==> config.mk <==
export PLATFORM = sky130hd
export DESIGN_NAME = p6vs_cfg
export DESIGN_NICKNAME = d
export VERILOG_FILES = /design/src/rtl/core/p6vs_pkg.sv /design/src/rtl/core/p6vs_cfg.sv
export SDC_FILE = /design/constraint.sdc
export NUM_CORES = 1
export LEC_CHECK = 0
export BUFFER_PORTS_ARGS = -buffer_cell sky130_fd_sc_hd__buf_2
export CAP_MARGIN = 20
export CORE_MARGIN = 2
export CORE_UTILIZATION = 50
export DETAILED_ROUTE_END_ITERATION = 7
export PLACE_DENSITY = 0.72
export SLEW_MARGIN = 30
export SYNTH_ARGS = -nofsm -noshare
export SYNTH_HDL_FRONTEND = slang
export SYNTH_SLANG_ARGS = --single-unit
==> constraint.sdc <==
create_clock -name clk_i -period 9.9 [get_ports clk_i]
set_input_delay 0.495 -clock clk_i [delete_from_list [all_inputs] [get_ports clk_i]]
set_output_delay 0.495 -clock clk_i [all_outputs]
set_load 0.05 [all_outputs]
==> src/rtl/core/p6vs_pkg.sv <==
// ----------------------------------------------------------------------------
// p6vs_pkg
// Shared widths, types and saturation helpers for the degree-6 polynomial
// value and slope evaluator.
// ----------------------------------------------------------------------------
package p6vs_pkg;

  // data format and sizes
  localparam int DATA_W    = 32;
  localparam int FRAC_W    = 16;
  localparam int NUM_COEF  = 7;
  localparam int NUM_STEPS = NUM_COEF - 1;
  localparam int PIPE_LAT  = 2 * NUM_STEPS;
  localparam int IDX_W     = 3;
  localparam int ADDR_W    = IDX_W + 2;
  localparam int PROD_W    = 2 * DATA_W;
  localparam int WIDE_W    = PROD_W + 1;

  localparam logic [IDX_W-1:0] NUM_REGS = IDX_W'(NUM_COEF);

  typedef logic signed [DATA_W-1:0] data_t;
  typedef logic signed [PROD_W-1:0] prod_t;
  typedef logic signed [WIDE_W-1:0] wide_t;

  // saturated value with its clip flag
  typedef struct packed {
    data_t val;
    logic  clip;
  } sat_t;

  // coefficient set seen by the datapath
  typedef struct packed {
    data_t [NUM_COEF-1:0]  coef;
    data_t [NUM_STEPS-1:0] slope_coef;
    logic                  slope_clip;
  } coef_set_t;

  // one beat traveling down the horner chain
  typedef struct packed {
    logic  vld;
    data_t x;
    data_t vacc;
    data_t sacc;
    logic  vclip;
    logic  sclip;
  } beat_t;

  localparam wide_t WIDE_MAX   = wide_t'({1'b0, {(DATA_W-1){1'b1}}});
  localparam wide_t WIDE_MIN   = ~WIDE_MAX;
  localparam wide_t ROUND_HALF = (FRAC_W > 0) ? (wide_t'(1) << ((FRAC_W > 0) ? FRAC_W - 1 : 0))
                                              : wide_t'(0);

  // clamp a wide value to the data range
  function automatic sat_t sat_wide(input wide_t v);
    sat_t r;
    r.clip = 1'b0;
    r.val  = v[DATA_W-1:0];
    if (v > WIDE_MAX) begin
      r.val  = WIDE_MAX[DATA_W-1:0];
      r.clip = 1'b1;
    end else if (v < WIDE_MIN) begin
      r.val  = WIDE_MIN[DATA_W-1:0];
      r.clip = 1'b1;
    end
    return r;
  endfunction

endpackage

==> src/rtl/core/p6vs_cfg.sv <==
// ----------------------------------------------------------------------------
// p6vs_cfg
// Coefficient register file on the apb port, plus the derivative
// coefficients (scaled by 6 down to 1) kept in registers.
// ----------------------------------------------------------------------------
module p6vs_cfg
  import p6vs_pkg::*;
(
  input  logic              clk_i,
  input  logic              rst_ni,
  input  logic              psel,
  input  logic              penable,
  input  logic              pwrite,
  input  logic [ADDR_W-1:0] paddr,
  input  logic [DATA_W-1:0] pwdata,
  output logic [DATA_W-1:0] prdata,
  output coef_set_t         cfg_o
);

  data_t [NUM_COEF-1:0]  coef_q, coef_d;
  data_t [NUM_STEPS-1:0] scl_q, scl_d;
  logic                  clip_q, clip_d;
  logic [IDX_W-1:0]      idx;
  logic                  wr_en;

  assign idx   = paddr[ADDR_W-1:2];
  assign wr_en = psel & penable & pwrite;

  // register writes, indexes past the list are dropped
  always_comb begin
    coef_d = coef_q;
    if (wr_en && (idx < NUM_REGS)) begin
      coef_d[idx] = pwdata;
    end
  end

  // derivative coefficients: k * c with k from 6 down to 1,
  // taken from the next coefficient values so both load on the same edge
  always_comb begin
    sat_t s;
    clip_d = 1'b0;
    scl_d  = scl_q;
    for (int k = 0; k < NUM_STEPS; k++) begin
      s        = sat_wide(wide_t'(coef_d[k]) * wide_t'(NUM_STEPS - k));
      scl_d[k] = s.val;
      clip_d   = clip_d | s.clip;
    end
  end

  always_ff @(posedge clk_i or negedge rst_ni) begin
    if (!rst_ni) begin
      coef_q <= '0;
      scl_q  <= '0;
      clip_q <= 1'b0;
    end else begin
      coef_q <= coef_d;
      scl_q  <= scl_d;
      clip_q <= clip_d;
    end
  end

  // read back
  always_comb begin
    prdata = '0;
    if (idx < NUM_REGS) begin
      prdata = coef_q[idx];
    end
  end

  assign cfg_o.coef       = coef_q;
  assign cfg_o.slope_coef = scl_q;
  assign cfg_o.slope_clip = clip_q;

endmodule

==> results of run 1 <==
-- final cells by class --
class | instances | area share [%]
Tap cell | 607 | 2.72
Clock buffer | 63 | 4.78
Timing Repair Buffer | 517 | 9.74
Antenna cell | 1 | 0.00896
Clock inverter | 20 | 1.06
Inverter | 68 | 0.914
Sequential cell | 416 | 37.3
Multi-Input combinational cell | 1478 | 43.5
-- worst max-delay path, delay by kind of cell --
family | cells | cell delay, ns
AOI/OAI and AO/OA | 6 | 1.65
xor gates and xnor gates | 1 | 0.17
adders and majority gates | 2 | 0.68
buffers and inverters | 4 | 1.56
muxes | 1 | 0.41
and+or+nand+nor | 4 | 2.04
-- synthesized netlist by cell type, drive strengths merged (53+ instances only) --
master	instances
a21oi	133
dfrtp	416
inv	67
mux2	245
nand2	104
nor2	97
a21o	83
clkbuf	62
xor2	54
o21ai	147
mux2i	53
ha	174
-- per-stage QoR --
step / std cells / power [mW] / util (%) / area [um2]
final: 3170 / 9.07 / 60.4 / 27900
after floorplan: 2066 / 5.88 / - / 23200
after global routing: 3169 / 9.46 / 60.4 / 27900
after detailed placement: 3084 / 7.19 / 56.7 / 26200
after CTS: 3167 / 9.06 / 60.3 / 27900
after global placement: 3084 / 7.15 / 56.7 / 26200
-- worst paths after layout --
check / slack [ns] / to / startpoint
setup / recovery: 3.34 / cfg_o[106] / paddr[2]
hold / removal: 0.33 / cfg_o[190] / pwdata[29]
setup reg to reg: 4.99 / cfg_o[106] / cfg_o[290]
hold reg to reg: 0.53 / cfg_o[397] / cfg_o[397]
max in group asynchronous: 7.69 / cfg_o[125] / rst_ni
min in group asynchronous: 0.35 / cfg_o[63] / rst_ni
-- power breakdown --
part / total (mW) / switching [mW] / internal [mW]
sequential: 2.48 / 0.307 / 2.17
clock: 1.85 / 0.727 / 1.13
combinational: 4.73 / 3.51 / 1.23
total: 9.07 / 4.54 / 4.53
-- logic make-up after synthesis --
family	count (synthesis)
AOI/OAI and AO/OA	522
DFF	416
and+or+nand+nor	371
muxes	312
adders and majority gates	177
buffers and inverters	172
xor gates and xnor gates	96
-- timing repair --
| item | in CTS | in global routing |
|---|---|---|
| endpoints found under the hold margin | 0 | 26 |
| buffers inserted | 0 | 0 |
| hold buffers | 0 | 1 |
-- metal layers --
metal,global-route usage [%],up-vias
li1,-,8466
met5,0,-
met2,55.2,930
met3,6.89,201
met4,16.8,2
met1,44.3,9521
-- state kept, by name, summed over array words and instances (netlist names) --
signal and flops:
clip_q 1, cfg_o 415
-- cells in the final DEF (no fill, tap or decap), drive strengths merged, types with 20 or more instances in the layout --
cell    netlist  layout
a21o         83      83
xnor2        42      42
a21oi       133     133
nand2       104     104
nand2b       46      46
xor2         54      54
o21ai       147     147
nor2         97      97
mux2i        53      53
dfrtp       416     416
inv          67      69
buf          42     516
clkbuf       62      63
ha          174     174
nand3        23      23
a22oi        20      20
mux2        245     245
==> results.md, run 1 <==
- Synth area leader: dfrtp_1
- Final setup TNS: 0 ns
- Met1 WL: 33900 um
- Vias post-DR: 19100
- Multi-input logic area: 0.0121 mm2
- CTS clock-pin slew for the worst setup and hold paths: 0.06 ns
- Max Slew Vio Count: 0
- Post-Synth Simple-Gate Area: 7.87%
- Yosys warns: 0
- Overall die height: 220 um
- Worst path slowest cell: nor3_4
- Overall routing resource usage: 34.3%
- Slew @ Worst Pin: 1.01 ns
- Max Cap Viol: 0
- GP Congestion: 0.930
- Largest net degree at the start of global routing: 149
- Worst VDD drop: 0.315 mV
- Post-route ant nets: 0
- Wire length on met2: 38700 um
- Pleak: 14.1 nW
- I/O Buffers: 488
- Total CTS buffers: 45
- # setup viols final: 0
- CP endpoint kind: register
- DIE AREA: 0.0482 mm2
- Yosys cell types: 87
- Share of cells above drive strength 1: 36.7%
- Multiplexer area fraction after synthesis: 15.5%
- Mapped Nets: 2285
- Slowest stage delay, CP: 0.88 ns
- Die span in x: 220 um
- Global-route wire length before repair: 122000 um
- Asr flop ratio synth: 100%
- Largest cells by area after synthesis: dfrtp_1 (45%), mux2_2 (12%), ha_1 (9.4%), a21oi_1 (2.8%), a21o_1 (2.7%)
- Drt pass-1 iters: 8
- Syn-to-layout area delta: 20.1%
- Hold Slack: 0.332 ns
- Hold depth: 2
- Length in cells of the worst reg-to-reg path: 15
- Seq/Total Area, Yosys: 44.8%
- Slew Limit Headroom: 32.4%
- Core ar.: 0.0463 mm2
- Synth Area in Adders: 9.62%
- Top_reg_cell synth: dfrtp_1
- Root Driver: clkbuf_16
- Power per cell area: 325 mW/mm2
- Final nets: 2745
- Routed WL: 83900 um
- Final Cycle Share: 66.3%
- Startpoint types: primary input
- Vias in the first global route: 18900
- Clk_skew: 0.0158 ns
- Final HPWL DP: 62900 um
- Max layer used: met5
- Sink Count: 416
- Req. time, crit path: 10.39 ns
- Final hold vios: 0
- Critical path type: primary input to register
- Hold crit path type: primary input to register
- DR iter-0 viols: 1815
- Crit-path most repeated cell: buf_4
- Post-Synth XOR/XNOR Area: 3.62%
- Synth Register Bits: 416
- CP Max Fanout: 34
- Antenna violations before repair: 1
- I/O pin total: 491
- Compound-Gate Fraction of Synth Area: 15.4%
- Status: completed
- Post-synth top area share: 44.8%
- DRC violations left: 0
- Synth Instances: 2066
- Final min period: 6.56 ns
- Post-route setup slack: 3.34 ns
- Syn Std Cell Area: 0.0232 mm2
- Pre-CTS WS: 2.83 ns
- Clock Path Buffers: 3
- FF/Latch Area: 0.0104 mm2
- Synth Area per Inst: 11.3 um2
- Clock latency on the worst-skew pair: 0.59 ns
- Row count: 79
- Vias/cell: 6.03
- Critical path cell sequence: buf_4 -> clkinv_1 -> nor3_4 -> buf_4 -> mux2_2 -> ha_1 -> ha_1 -> a21oi_1 -> o211ai_2 -> a32oi_2 -> nand2_1 -> a311oi_1 -> xor2_1 -> or4_1 -> or4_4 -> a21o_1 -> buf_4 -> o31ai_1
- GRT overflow: 0
- CP arrival: 7.05 ns
- Initial core utilization: 50.3%
- CTS tree: yes
- Fillcell total: 3809
- Post-cts gate resize count: 0
- Post-synth EDFFs: 0
- RSZ-0062 raised after global routing: no
- Combinational family with the most area after synthesis: multiplexers
- Wire length on met3: 6770 um
- Average wire per standard cell: 26.5 um
- CTS H-Tree Depth: 2
- Max frequency: 0.152 GHz
No activity file was read; power rests on OpenSTA's default activity.
==> inputs of run 2 (changes only) <==
==> constraint.sdc (replaced) <==
create_clock -name clk_i -period 6.35 [get_ports clk_i]
set_input_delay 0.3175 -clock clk_i [delete_from_list [all_inputs] [get_ports clk_i]]
set_output_delay 0.3175 -clock clk_i [all_outputs]
set_load 0.05 [all_outputs]
==> run 2 against run 1 <==
Compared with the run above:
- worst hold slack got worse by 0.20 ns
- worst setup slack got worse by 2.3 ns
- register-to-register slack got worse by 3.5 ns
- global-route usage rose by 0.055 points
- non-clock buffer count rose by 21
- critical endpoint unchanged
- sequential share of layout area fell by 0.15 points
- final cell count rose by 0.60%
- clock skew rose by 0.013 ns
- critical path depth rose by 1
==> results.md, run 2 (synthesis results as in run 1) <==
- Power per cell area: 500 mW/mm2
- Worst VDD drop: 0.414 mV
- Overall die height: 220 um
- Pre-CTS WS: 0.453 ns
- Most frequent cells in the layout: buf_2 (485), dfrtp_1 (416), mux2_2 (245), ha_1 (173), a21oi_1 (127)
- Initial core utilization: 50.3%
- DRC violations left: 0
- # setup viols final: 0
- Post-route setup slack: 1.01 ns
- Max Slew Vio Count: 0
- Max FFs per register: 415
- Average wire per standard cell: 26.5 um
- CP Max Fanout: 31
- Clk_skew: 0.0284 ns
- Final nets: 2766
- Critical path type: primary input to register
- CTS tree: yes
- Post-place instance area: 0.0265 mm2
- Clock latency on the worst-skew pair: 0.59 ns
- Reg2reg end: cfg_o[106]
- Tot Pwr: 14.0 mW
- Sink Count: 416
- Req. time, crit path: 6.81 ns
- FF-to-FF setup slack: 1.47 ns
- Fillcell total: 3860
- Root Driver: clkbuf_16
- DR iter-0 viols: 1670
- Status: completed
- CP arrival: 5.80 ns
- Final min period: 5.34 ns
- Hold crit path type: primary input to register
- Reg2reg start: cfg_o[290]
- CTS clock-pin slew for the worst setup and hold paths: 0.06 ns
- Hold depth: 2
- Die span in x: 220 um
- Length in cells of the worst reg-to-reg path: 15
- Global-route wire length before repair: 121000 um
- Core ar.: 0.0463 mm2
- Hold Slack: 0.135 ns
- Slew @ Worst Pin: 0.946 ns
- Final Cycle Share: 84.1%
- Hold Crit Start: pwdata[29]
- Max Cap Viol: 0
- Final instance area: 0.0280 mm2
- Multi-input logic area: 0.0122 mm2
- Slew Limit Headroom: 36.7%
- Max frequency: 0.187 GHz
- Overall routing resource usage: 34.4%
- Post-route ant nets: 0
- Vias/cell: 5.99
- Clock Path Buffers: 3
- Total CTS buffers: 45
- Post-Layout Cell Count: 3189
- I/O pin total: 491
- DIE AREA: 0.0482 mm2
- Placed insts: 3105
- Final HPWL DP: 64700 um
- FF/Latch Area: 0.0104 mm2
- Final hold vios: 0
- Worst Hold End: cfg_o[382]
- GRT overflow: 0
- Final Util: 60.6%
- GP Congestion: 0.920
- CTS H-Tree Depth: 2
- Final setup TNS: 0 ns
- Vias in the first global route: 18800
- Drt pass-1 iters: 5
- Commonest non-fill, non-tap cell in the layout: buf_2
- Largest net degree at the start of global routing: 170
- I/O Buffers: 488
- Vias post-DR: 19100
- Routed WL: 84400 um
- Pleak: 14.1 nW
- CP endpoint kind: register
- Share of cells above drive strength 1: 37.0%
- Row count: 79
- Post-cts gate resize count: 0
- Antenna violations before repair: 2
- RSZ-0062 raised after global routing: no
- Startpoint types: primary input
- Syn-to-layout area delta: 20.6%
run 2: cell count changes in the layout (fill, tap and decap cells not counted), moves of 2 or more:
cell and change:
buf_12 +3, buf_4 +20, buf_6 -3, bufinv_16 -3
clkbuf_1 +3, clkinv_4 -2
run 2: area by class of cell:
class | count | area share (%)
multi-input combinational | 1478 | 43.4
sequential | 416 | 37.1
timing repair buffer | 538 | 10.4
clock buffer | 65 | 4.76
tap | 607 | 2.71
inverter | 68 | 0.910
clock inverter | 16 | 0.696
antenna | 1 | 0.00892
run 2: report_power, final:
group / switching (mW) / total, mW / leakage [nW] / internal, mW
registers: 0.482 / 3.87 / 5.09 / 3.39
logic: 5.48 / 7.43 / 8.30 / 1.95
clock network: 1.10 / 2.72 / 0.753 / 1.62
run 2: repair_timing:
item / 4_1_cts / 5_1_grt
buffers inserted: 0 / 0
hold buffers: 1 / 0
endpoints found under the hold margin: 78 / 0
setup endpoints to repair: 0 / 0
run 2: per-layer routing:
metal | up-vias | part of all wire [%] | GRT usage [%]
li1 | 8509 | - | -
met2 | 856 | 47 | 55.8
met4 | 2 | 5.1 | 16.1
met3 | 165 | 8.0 | 7.63
met1 | 9569 | 40 | 43.7
met5 | - | 0.015 | 0
run 2: worst max-delay path, stage by stage:
cell and delay [ns]:
buf_4 0.12, nand2b_1 0.36, nor3_4 0.24, buf_4 0.33
mux2_2 0.42, ha_1 0.32, ha_1 0.25, fa_1 0.45
a211oi_2 0.32, o21ai_2 0.16, a221oi_2 0.39, o21ai_2 0.12
a21boi_1 0.19, xor2_1 0.12, or4_1 0.55, or4_4 0.53
a21o_1 0.17, buf_4 0.26, o31ai_1 0.13
run 2: how the worst max path moves through the flow:
stage	startpoint	endpoint	slack [ns]	cells past startpoint
2_1_floorplan	paddr[2]	cfg_o[57]	0.91	23
3_3_place_gp	paddr[3]	clip_q	0.48	20
3_5_place_dp	paddr[3]	clip_q	0.45	20
4_1_cts	pwrite	cfg_o[27]	1.06	22
5_1_grt	paddr[3]	clip_q	0.63	20
6_report	paddr[4]	cfg_o[106]	1.01	19
